**src/itoaf_pkg.sv**
```systemverilog
// ----------------------------------------------------------------------------
// itoaf_pkg
// Shared types, character codes and radix constants for the integer
// formatter.
// ----------------------------------------------------------------------------
package itoaf_pkg;

    typedef enum logic [2:0] {
        ST_IDLE,
        ST_MUL,
        ST_FIX,
        ST_PRIME,
        ST_EMIT
    } state_t;

    typedef enum logic [1:0] {
        KIND_DIGIT,
        KIND_MINUS,
        KIND_SPACE,
        KIND_ZERO
    } kind_t;

    localparam logic [1:0] BASE_BIN = 2'd0;
    localparam logic [1:0] BASE_OCT = 2'd1;
    localparam logic [1:0] BASE_DEC = 2'd2;
    localparam logic [1:0] BASE_HEX = 2'd3;

    localparam logic [7:0] CHAR_ZERO    = 8'h30;
    localparam logic [7:0] CHAR_UPPER_A = 8'h41;
    localparam logic [7:0] CHAR_LOWER_A = 8'h61;
    localparam logic [7:0] CHAR_MINUS   = 8'h2D;
    localparam logic [7:0] CHAR_SPACE   = 8'h20;

    localparam logic [3:0] DIGIT_MAX  = 4'd9;
    localparam logic [3:0] DEC_RADIX  = 4'd10;

    // floor(x / 10) == (x * RECIP_10) >> RECIP_SHIFT for every 32-bit x
    localparam logic [31:0] RECIP_10    = 32'hCCCC_CCCD;
    localparam int          RECIP_SHIFT = 35;

    function automatic logic [7:0] digit_char(input logic [3:0] d, input logic upper);
        logic [7:0] c;
        if (d <= DIGIT_MAX)
        begin
            c = CHAR_ZERO + {4'b0, d};
        end
        else if (upper)
        begin
            c = CHAR_UPPER_A + {4'b0, d - DEC_RADIX};
        end
        else
        begin
            c = CHAR_LOWER_A + {4'b0, d - DEC_RADIX};
        end
        return c;
    endfunction

endpackage

```
**src/itoaf_ram.sv**
```systemverilog
// ----------------------------------------------------------------------------
// itoaf_ram
// Generic single-write, single-read RAM with registered read data.
// ----------------------------------------------------------------------------
module itoaf_ram #(
    parameter int WIDTH = 4,
    parameter int DEPTH = 32
) (
    input  logic                     clk,
    input  logic                     wr_en,
    input  logic [$clog2(DEPTH)-1:0] wr_addr,
    input  logic [WIDTH-1:0]         wr_data,
    input  logic [$clog2(DEPTH)-1:0] rd_addr,
    output logic [WIDTH-1:0]         rd_data
);

    logic [WIDTH-1:0] mem_reg [DEPTH];
    logic [WIDTH-1:0] rd_data_reg;

    always_ff @(posedge clk)
    begin
        if (wr_en)
        begin
            mem_reg[wr_addr] <= wr_data;
        end
        rd_data_reg <= mem_reg[rd_addr];
    end

    assign rd_data = rd_data_reg;

endmodule

```
**src/itoaf_div.sv**
```systemverilog
// ----------------------------------------------------------------------------
// itoaf_div
// Shared digit divider: splits a value into quotient and low digit for the
// selected radix. Decimal uses a registered reciprocal multiply.
// ----------------------------------------------------------------------------
module itoaf_div #(
    parameter int MAG_BITS = 32
) (
    input  logic                clk,
    input  logic                mul_en,
    input  logic [MAG_BITS-1:0] dividend,
    input  logic [1:0]          base_sel,
    output logic [MAG_BITS-1:0] quotient,
    output logic [3:0]          remainder
);

    localparam int PROD_BITS = MAG_BITS + 32;

    logic [PROD_BITS-1:0] prod_reg;
    logic [PROD_BITS-1:0] prod_next;
    logic [MAG_BITS-1:0]  q_dec;
    logic [MAG_BITS-1:0]  r_dec;

    assign prod_next = PROD_BITS'(dividend) * PROD_BITS'(itoaf_pkg::RECIP_10);

    always_ff @(posedge clk)
    begin
        if (mul_en)
        begin
            prod_reg <= prod_next;
        end
    end

    assign q_dec = MAG_BITS'(prod_reg >> itoaf_pkg::RECIP_SHIFT);
    assign r_dec = dividend - (q_dec << 3) - (q_dec << 1);

    always_comb
    begin
        case (base_sel)
            itoaf_pkg::BASE_BIN:
            begin
                quotient  = dividend >> 1;
                remainder = {3'b0, dividend[0]};
            end
            itoaf_pkg::BASE_OCT:
            begin
                quotient  = dividend >> 3;
                remainder = {1'b0, dividend[2:0]};
            end
            itoaf_pkg::BASE_DEC:
            begin
                quotient  = q_dec;
                remainder = r_dec[3:0];
            end
            default:
            begin
                quotient  = dividend >> 4;
                remainder = dividend[3:0];
            end
        endcase
    end

endmodule

```
**src/integer_to_ascii_formatter_core.sv**
```systemverilog
// ----------------------------------------------------------------------------
// integer_to_ascii_formatter_core
// Formats one unsigned magnitude as a padded, signed ASCII integer field,
// one character per output request, most significant first.
// ----------------------------------------------------------------------------
// Digit extraction: in decimal each digit passes ST_MUL (multiply) and then
// ST_FIX (fix-up in the shared divider); binary, octal and hex use ST_FIX alone.
// Then ST_PRIME primes the digit RAM read, then 1 character per cycle while
// char_stall is low; one request at a time.
// Reset clears the sequencer to idle; the digit RAM is not cleared.
module integer_to_ascii_formatter_core #(
    parameter int VALUE_BITS = 32,
    parameter int MAX_WIDTH  = 64
) (
    input  logic        clk,
    input  logic        rst_n,
    input  logic        req_valid,
    output logic        req_stall,
    input  logic [31:0] magnitude,
    input  logic [1:0]  base_sel,
    input  logic        negative,
    input  logic [6:0]  field_width,
    input  logic        left_adjust,
    input  logic        zero_pad,
    input  logic        upper_case,
    output logic        char_valid,
    input  logic        char_stall,
    output logic [7:0]  out_char,
    output logic        last_char
);

    localparam int MAG_BITS  = (VALUE_BITS < 32) ? VALUE_BITS : 32;
    localparam int DEPTH     = VALUE_BITS;
    localparam int ADDR_BITS = $clog2(DEPTH);
    localparam int ND_BITS   = $clog2(DEPTH + 1);
    localparam int OUT_MAX   = ((VALUE_BITS + 1) > MAX_WIDTH) ? (VALUE_BITS + 1) : MAX_WIDTH;
    localparam int LEN_BITS  = $clog2(OUT_MAX + 1);

    typedef struct packed {
        itoaf_pkg::kind_t      kind;
        logic [LEN_BITS-1:0]   rel;
    } plan_t;

    itoaf_pkg::state_t   state_reg, state_next;
    logic [MAG_BITS-1:0] q_reg, q_next;
    logic [ND_BITS-1:0]  nd_reg, nd_next;
    logic [LEN_BITS-1:0] pos_reg, pos_next;
    logic [1:0]          base_reg, base_next;
    logic                neg_reg, neg_next;
    logic [LEN_BITS-1:0] width_reg, width_next;
    logic                left_reg, left_next;
    logic                zero_reg, zero_next;
    logic                upper_reg, upper_next;

    logic                mul_en;
    logic [MAG_BITS-1:0] div_q;
    logic [3:0]          div_r;
    logic                wr_en;
    logic [ADDR_BITS-1:0] rd_addr;
    logic [3:0]          rd_data;

    logic [LEN_BITS-1:0] nd_len;
    logic [LEN_BITS-1:0] actual;
    logic [LEN_BITS-1:0] len;
    logic [LEN_BITS-1:0] pad;
    logic                is_last;
    logic                out_take;
    plan_t               plan_cur;
    plan_t               plan_nxt;

    function automatic plan_t plan_at(input logic [LEN_BITS-1:0] pos);
        plan_t               p;
        logic [LEN_BITS-1:0] j;
        p.kind = itoaf_pkg::KIND_DIGIT;
        p.rel  = '0;
        j      = pos - LEN_BITS'(neg_reg);
        if (left_reg)
        begin
            if (neg_reg && (pos == '0))
                p.kind = itoaf_pkg::KIND_MINUS;
            else if (j < nd_len)
                p.rel = j;
            else
                p.kind = itoaf_pkg::KIND_SPACE;
        end
        else if (zero_reg)
        begin
            if (neg_reg && (pos == '0))
                p.kind = itoaf_pkg::KIND_MINUS;
            else if (j < pad)
                p.kind = itoaf_pkg::KIND_ZERO;
            else
                p.rel = j - pad;
        end
        else
        begin
            if (pos < pad)
                p.kind = itoaf_pkg::KIND_SPACE;
            else if (neg_reg && (pos == pad))
                p.kind = itoaf_pkg::KIND_MINUS;
            else
                p.rel = pos - pad - LEN_BITS'(neg_reg);
        end
        return p;
    endfunction

    itoaf_div #(
        .MAG_BITS (MAG_BITS)
    ) u_div (
        .clk       (clk),
        .mul_en    (mul_en),
        .dividend  (q_reg),
        .base_sel  (base_reg),
        .quotient  (div_q),
        .remainder (div_r)
    );

    itoaf_ram #(
        .WIDTH (4),
        .DEPTH (DEPTH)
    ) u_digits (
        .clk     (clk),
        .wr_en   (wr_en),
        .wr_addr (nd_reg[ADDR_BITS-1:0]),
        .wr_data (div_r),
        .rd_addr (rd_addr),
        .rd_data (rd_data)
    );

    assign nd_len  = LEN_BITS'(nd_reg);
    assign actual  = nd_len + LEN_BITS'(neg_reg);
    assign len     = (width_reg > actual) ? width_reg : actual;
    assign pad     = len - actual;
    assign is_last = (pos_reg == (len - LEN_BITS'(1)));

    assign req_stall  = (state_reg != itoaf_pkg::ST_IDLE);
    assign char_valid = (state_reg == itoaf_pkg::ST_EMIT);
    assign out_take   = char_valid && !char_stall;
    assign last_char  = is_last;

    always_comb
    begin
        plan_cur = plan_at(pos_reg);
        plan_nxt = plan_at(pos_next);
    end

    assign rd_addr  = ADDR_BITS'(nd_len - LEN_BITS'(1) - plan_nxt.rel);

    always_comb
    begin
        case (plan_cur.kind)
            itoaf_pkg::KIND_MINUS: out_char = itoaf_pkg::CHAR_MINUS;
            itoaf_pkg::KIND_SPACE: out_char = itoaf_pkg::CHAR_SPACE;
            itoaf_pkg::KIND_ZERO:  out_char = itoaf_pkg::CHAR_ZERO;
            default:
                out_char = itoaf_pkg::digit_char(rd_data,
                    upper_reg && (base_reg == itoaf_pkg::BASE_HEX));
        endcase
    end

    always_ff @(posedge clk or negedge rst_n)
    begin
        if (!rst_n)
        begin
            state_reg <= itoaf_pkg::ST_IDLE;
            q_reg     <= '0;
            nd_reg    <= '0;
            pos_reg   <= '0;
            base_reg  <= '0;
            neg_reg   <= 1'b0;
            width_reg <= '0;
            left_reg  <= 1'b0;
            zero_reg  <= 1'b0;
            upper_reg <= 1'b0;
        end
        else
        begin
            state_reg <= state_next;
            q_reg     <= q_next;
            nd_reg    <= nd_next;
            pos_reg   <= pos_next;
            base_reg  <= base_next;
            neg_reg   <= neg_next;
            width_reg <= width_next;
            left_reg  <= left_next;
            zero_reg  <= zero_next;
            upper_reg <= upper_next;
        end
    end

    always_comb
    begin
        state_next = state_reg;
        q_next     = q_reg;
        nd_next    = nd_reg;
        pos_next   = pos_reg;
        base_next  = base_reg;
        neg_next   = neg_reg;
        width_next = width_reg;
        left_next  = left_reg;
        zero_next  = zero_reg;
        upper_next = upper_reg;
        mul_en     = 1'b0;
        wr_en      = 1'b0;
        case (state_reg)
            itoaf_pkg::ST_IDLE:
            begin
                if (req_valid)
                begin
                    q_next     = magnitude[MAG_BITS-1:0];
                    nd_next    = '0;
                    base_next  = base_sel;
                    neg_next   = negative;
                    width_next = (32'(field_width) > MAX_WIDTH) ? LEN_BITS'(MAX_WIDTH)
                                                               : LEN_BITS'(field_width);
                    left_next  = left_adjust;
                    zero_next  = zero_pad;
                    upper_next = upper_case;
                    state_next = (base_sel == itoaf_pkg::BASE_DEC) ? itoaf_pkg::ST_MUL
                                                                   : itoaf_pkg::ST_FIX;
                end
            end
            itoaf_pkg::ST_MUL:
            begin
                mul_en     = 1'b1;
                state_next = itoaf_pkg::ST_FIX;
            end
            itoaf_pkg::ST_FIX:
            begin
                wr_en   = 1'b1;
                q_next  = div_q;
                nd_next = nd_reg + ND_BITS'(1);
                if ((div_q == '0) || ((32'(nd_reg) + 1) == DEPTH))
                    state_next = itoaf_pkg::ST_PRIME;
                else if (base_reg == itoaf_pkg::BASE_DEC)
                    state_next = itoaf_pkg::ST_MUL;
            end
            itoaf_pkg::ST_PRIME:
            begin
                pos_next   = '0;
                state_next = itoaf_pkg::ST_EMIT;
            end
            itoaf_pkg::ST_EMIT:
            begin
                if (out_take)
                begin
                    if (is_last)
                        state_next = itoaf_pkg::ST_IDLE;
                    else
                        pos_next = pos_reg + LEN_BITS'(1);
                end
            end
            default:
            begin
                state_next = itoaf_pkg::ST_IDLE;
            end
        endcase
    end

endmodule

```
**config.mk**
```make
export PLATFORM = sky130hd
export DESIGN_NAME = integer_to_ascii_formatter_core
export DESIGN_NICKNAME = d
export VERILOG_FILES = /design/src/itoaf_pkg.sv /design/src/itoaf_ram.sv /design/src/itoaf_div.sv /design/src/integer_to_ascii_formatter_core.sv
export SDC_FILE = /design/constraint.sdc
export NUM_CORES = 2
export LEC_CHECK = 0
export BUFFER_PORTS_ARGS = -buffer_cell sky130_fd_sc_hd__buf_4
export CORE_UTILIZATION = 40
export CTS_BUF_LIST = sky130_fd_sc_hd__clkbuf_16
export CTS_CLUSTER_SIZE = 8
export DETAILED_ROUTE_END_ITERATION = 6
export SYNTH_ARGS = -nofsm -noshare
export SYNTH_HDL_FRONTEND = slang
export SYNTH_SLANG_ARGS = --single-unit
```
**constraint.sdc**
```tcl
create_clock -name clk -period 8.8 [get_ports clk]
set_input_delay 1.76 -clock clk [delete_from_list [all_inputs] [get_ports clk]]
set_output_delay 1.76 -clock clk [all_outputs]
set_load 0.01 [all_outputs]
```
==> flow_summary.toml <==
[status]
outcome = "completed"

[synthesis]
synth-async-reset-ratio_pct = 27.5
synth-compound-area-share_pct = 6.73
yosys-top-cells-area = "fa_1 29%, ha_1 18%, edfxtp_1 16%, inv_1 9.3%, dfrtp_1 5.3%"
synth_xor_area_share_pct = 2.36
ys_ff_latch = 222
synth_top_family_by_area = "adder cells"
synth_mux_area_share_pct = 5.27
yosys_warnings = 0
ys_seq_area_share_pct = 21.8
synth_edf_count = 157
ys.flop_type = "edfxtp_1"
synth_top_cell_area_share_pct = 29.0
synth_fa_ha_area_share_pct = 46.7
avgSynthCellArea_um2 = 10.8
synth_nets = 3571
synth_top_area_cell = "fa_1"
synth_simple_gate_area_share_pct = 7.09
syn_inst = 2693
synthesis.area_um2 = 29000
synth_commonest_cells = "720 x inv_1, 420 x fa_1, 409 x ha_1, 157 x edfxtp_1, 144 x nand2_1"
synth.most_common_cell = "inv_1"
synth_cell_types = 82

[clock_tree]
cts-root-buf = "clkbuf_16"
clkSinkCount = 222
clkTransAtPathRegs_ps = 60
cts_max_path_buffers = 3
ctsHtreeMaxLevel = 2
tritoncts = "built"
cts_hold_buf = 0
cts_made_buffers = 34
clock_latency_ps = 580

[routing]
wirelength_mm = 86.5
dr.pass1.iters = 6
drc_errors = 0
via_per_inst = 5.22
wire_per_inst_um = 22.3
drt_iter0_markers = 1350
ant_nets = 0
vias = 20232

[grt]
grt_usage_pct = 24.0
antenna_found_initial = 7
grt_pass1_wl_mm = 133
first_global_vias = 21873
grt_overflow = 0
grt_start_max_net_pins = 62

[floorplan]
chipHeight_um = 271
fp.coreArea_um2 = 71600
die_w_um = 271
num_rows = 98
fp.dieArea_um2 = 73500
top_level_ports = 60
start_util_pct = 40.5

[timing]
fin_crit_ps = 8580
slew_viol_final = 0
fmax_ghz = 0.117
skew_ps = 47.8
worstMarginPinSlew_ps = 1070
whs_ps = 505
rsz0062_at_grt = "true"
hold_viol = 0
fin_crit_sh_pct = 97.4
finalSetupViolCount = 0
slew_headroom_pct = 28.7

[final_layout]
multiInputGateArea_um2 = 20200
area.sequential_um2 = 6330
fillers = 6694
fin_nets = 3771
largest_reg_flops = 128
final_cells = 3873
syn2layout_area_growth_pct = 14.7
drive_gt1_share_pct = 14.0

[placement]
dpl.hpwl_mm = 72.3
dp_cells = 3793
place.port_buffers = 58
place_congestion = 1.01

[critical_path]
cp_data_arrival_time_ps = 9000
path_max_fanout = 7
path_class = "reg2reg"
worst_path_max_delay_cell = "fa_2"
start_kind = "flip-flop"
required_ps = 9220
max_stage_delay_ps = 500
end_kind = "flip-flop"

[min_path]
hp-class = "reg2reg"

[job]
maxCapViolCount = 0
## final timing paths
kind                                start             endpoint  slack [ps]  cells after the start
worst min-delay path            upper_reg            upper_reg         500                      2
max in group asynchronous           rst_n          base_reg[0]        6740                      1
worst max register to register  nd_reg[0]  u_digits.rd_data[1]         220                     42
worst max-delay path            nd_reg[0]  u_digits.rd_data[1]         220                     42
min in group asynchronous           rst_n            q_reg[30]        1370                      1
worst min register to register  upper_reg            upper_reg         500                      2
## logic make-up after synthesis
kind of cell,count (synthesis)
compound gates,295
xor+xnor,75
fa+ha+maj,829
buf+inv,773
flops,222
mux,77
other cells,1
simple gates,421
## metrics by stage
| step | TNS (ps) | area (µm²) | util, % | setup slack (ps) |
|---|---|---|---|---|
| final | 0 | 33200 | 46.4 | 224 |
| after global routing | -317 | 33200 | 46.4 | -110 |
| after CTS | 0 | 32700 | 45.6 | 13.7 |
| after detailed placement | -458 | 31600 | 44.1 | -153 |
| after global placement | -6.43 | 31600 | 44.1 | -6.43 |
| after floorplan | 0 | 29100 | - | 37.0 |
## worst max-delay path: cells and delay by family (launching register included)
| kind | cells | cell delay, ps |
|---|---|---|
| AOI/OAI and AO/OA | 16 | 2790 |
| xor gates and xnor gates | 3 | 530 |
| adders and majority gates | 7 | 1860 |
| buffers and inverters | 5 | 610 |
| DFF | 1 | 430 |
| muxes | 3 | 830 |
| and+or+nand+nor | 8 | 1370 |
## repair_timing
item / CTS / global route
endpoints found under the setup margin: 5 / 13
buffers inserted: 1 / 9
gates resized for setup: 9 / 78
pin swaps: 2 / 38
cloned: 0 / 4
## layout make-up
class	instances	area share, %
clock buffers	34	2.56
multi-input cells	1698	60.9
clock inverters	28	0.531
well taps	950	3.58
diodes	4	0.0301
flip-flops and latches	222	19.0
inverters	721	8.14
repair buffers	216	5.20
## routing by layer
layer / up-vias / share of wire (%) / wire length (µm) / global-route usage, %
li1: 9150 / - / - / -
met1: 10276 / 42 / 36500 / 31.7
met2: 643 / 48 / 41600 / 39.6
met3: 159 / 6.0 / 5170 / 4.12
met4: 4 / 3.6 / 3130 / 8.56
met5: - / 0.028 / 24 / 0
## cells in the final DEF (no fill, tap or decap), drive strengths merged, types with 9 or more instances in the layout
master,instances
a22oi,20
dfrtp,61
xnor2,51
o21ai,60
a21oi,76
nand2,144
fa,420
xor2,24
nor3,25
nand3,25
nor4,17
nor2b,29
a21o,38
a31oi,17
nand3b,13
nand2b,18
clkbuf,37
inv,743
mux4,60
nor2,95
nand4,20
and2,9
a211oi,17
ha,409
edfxtp,157
buf,213
mux2i,12
Power is not shown: default switching activity piles up to over one toggle a cycle in this logic, so the estimate is an artifact.
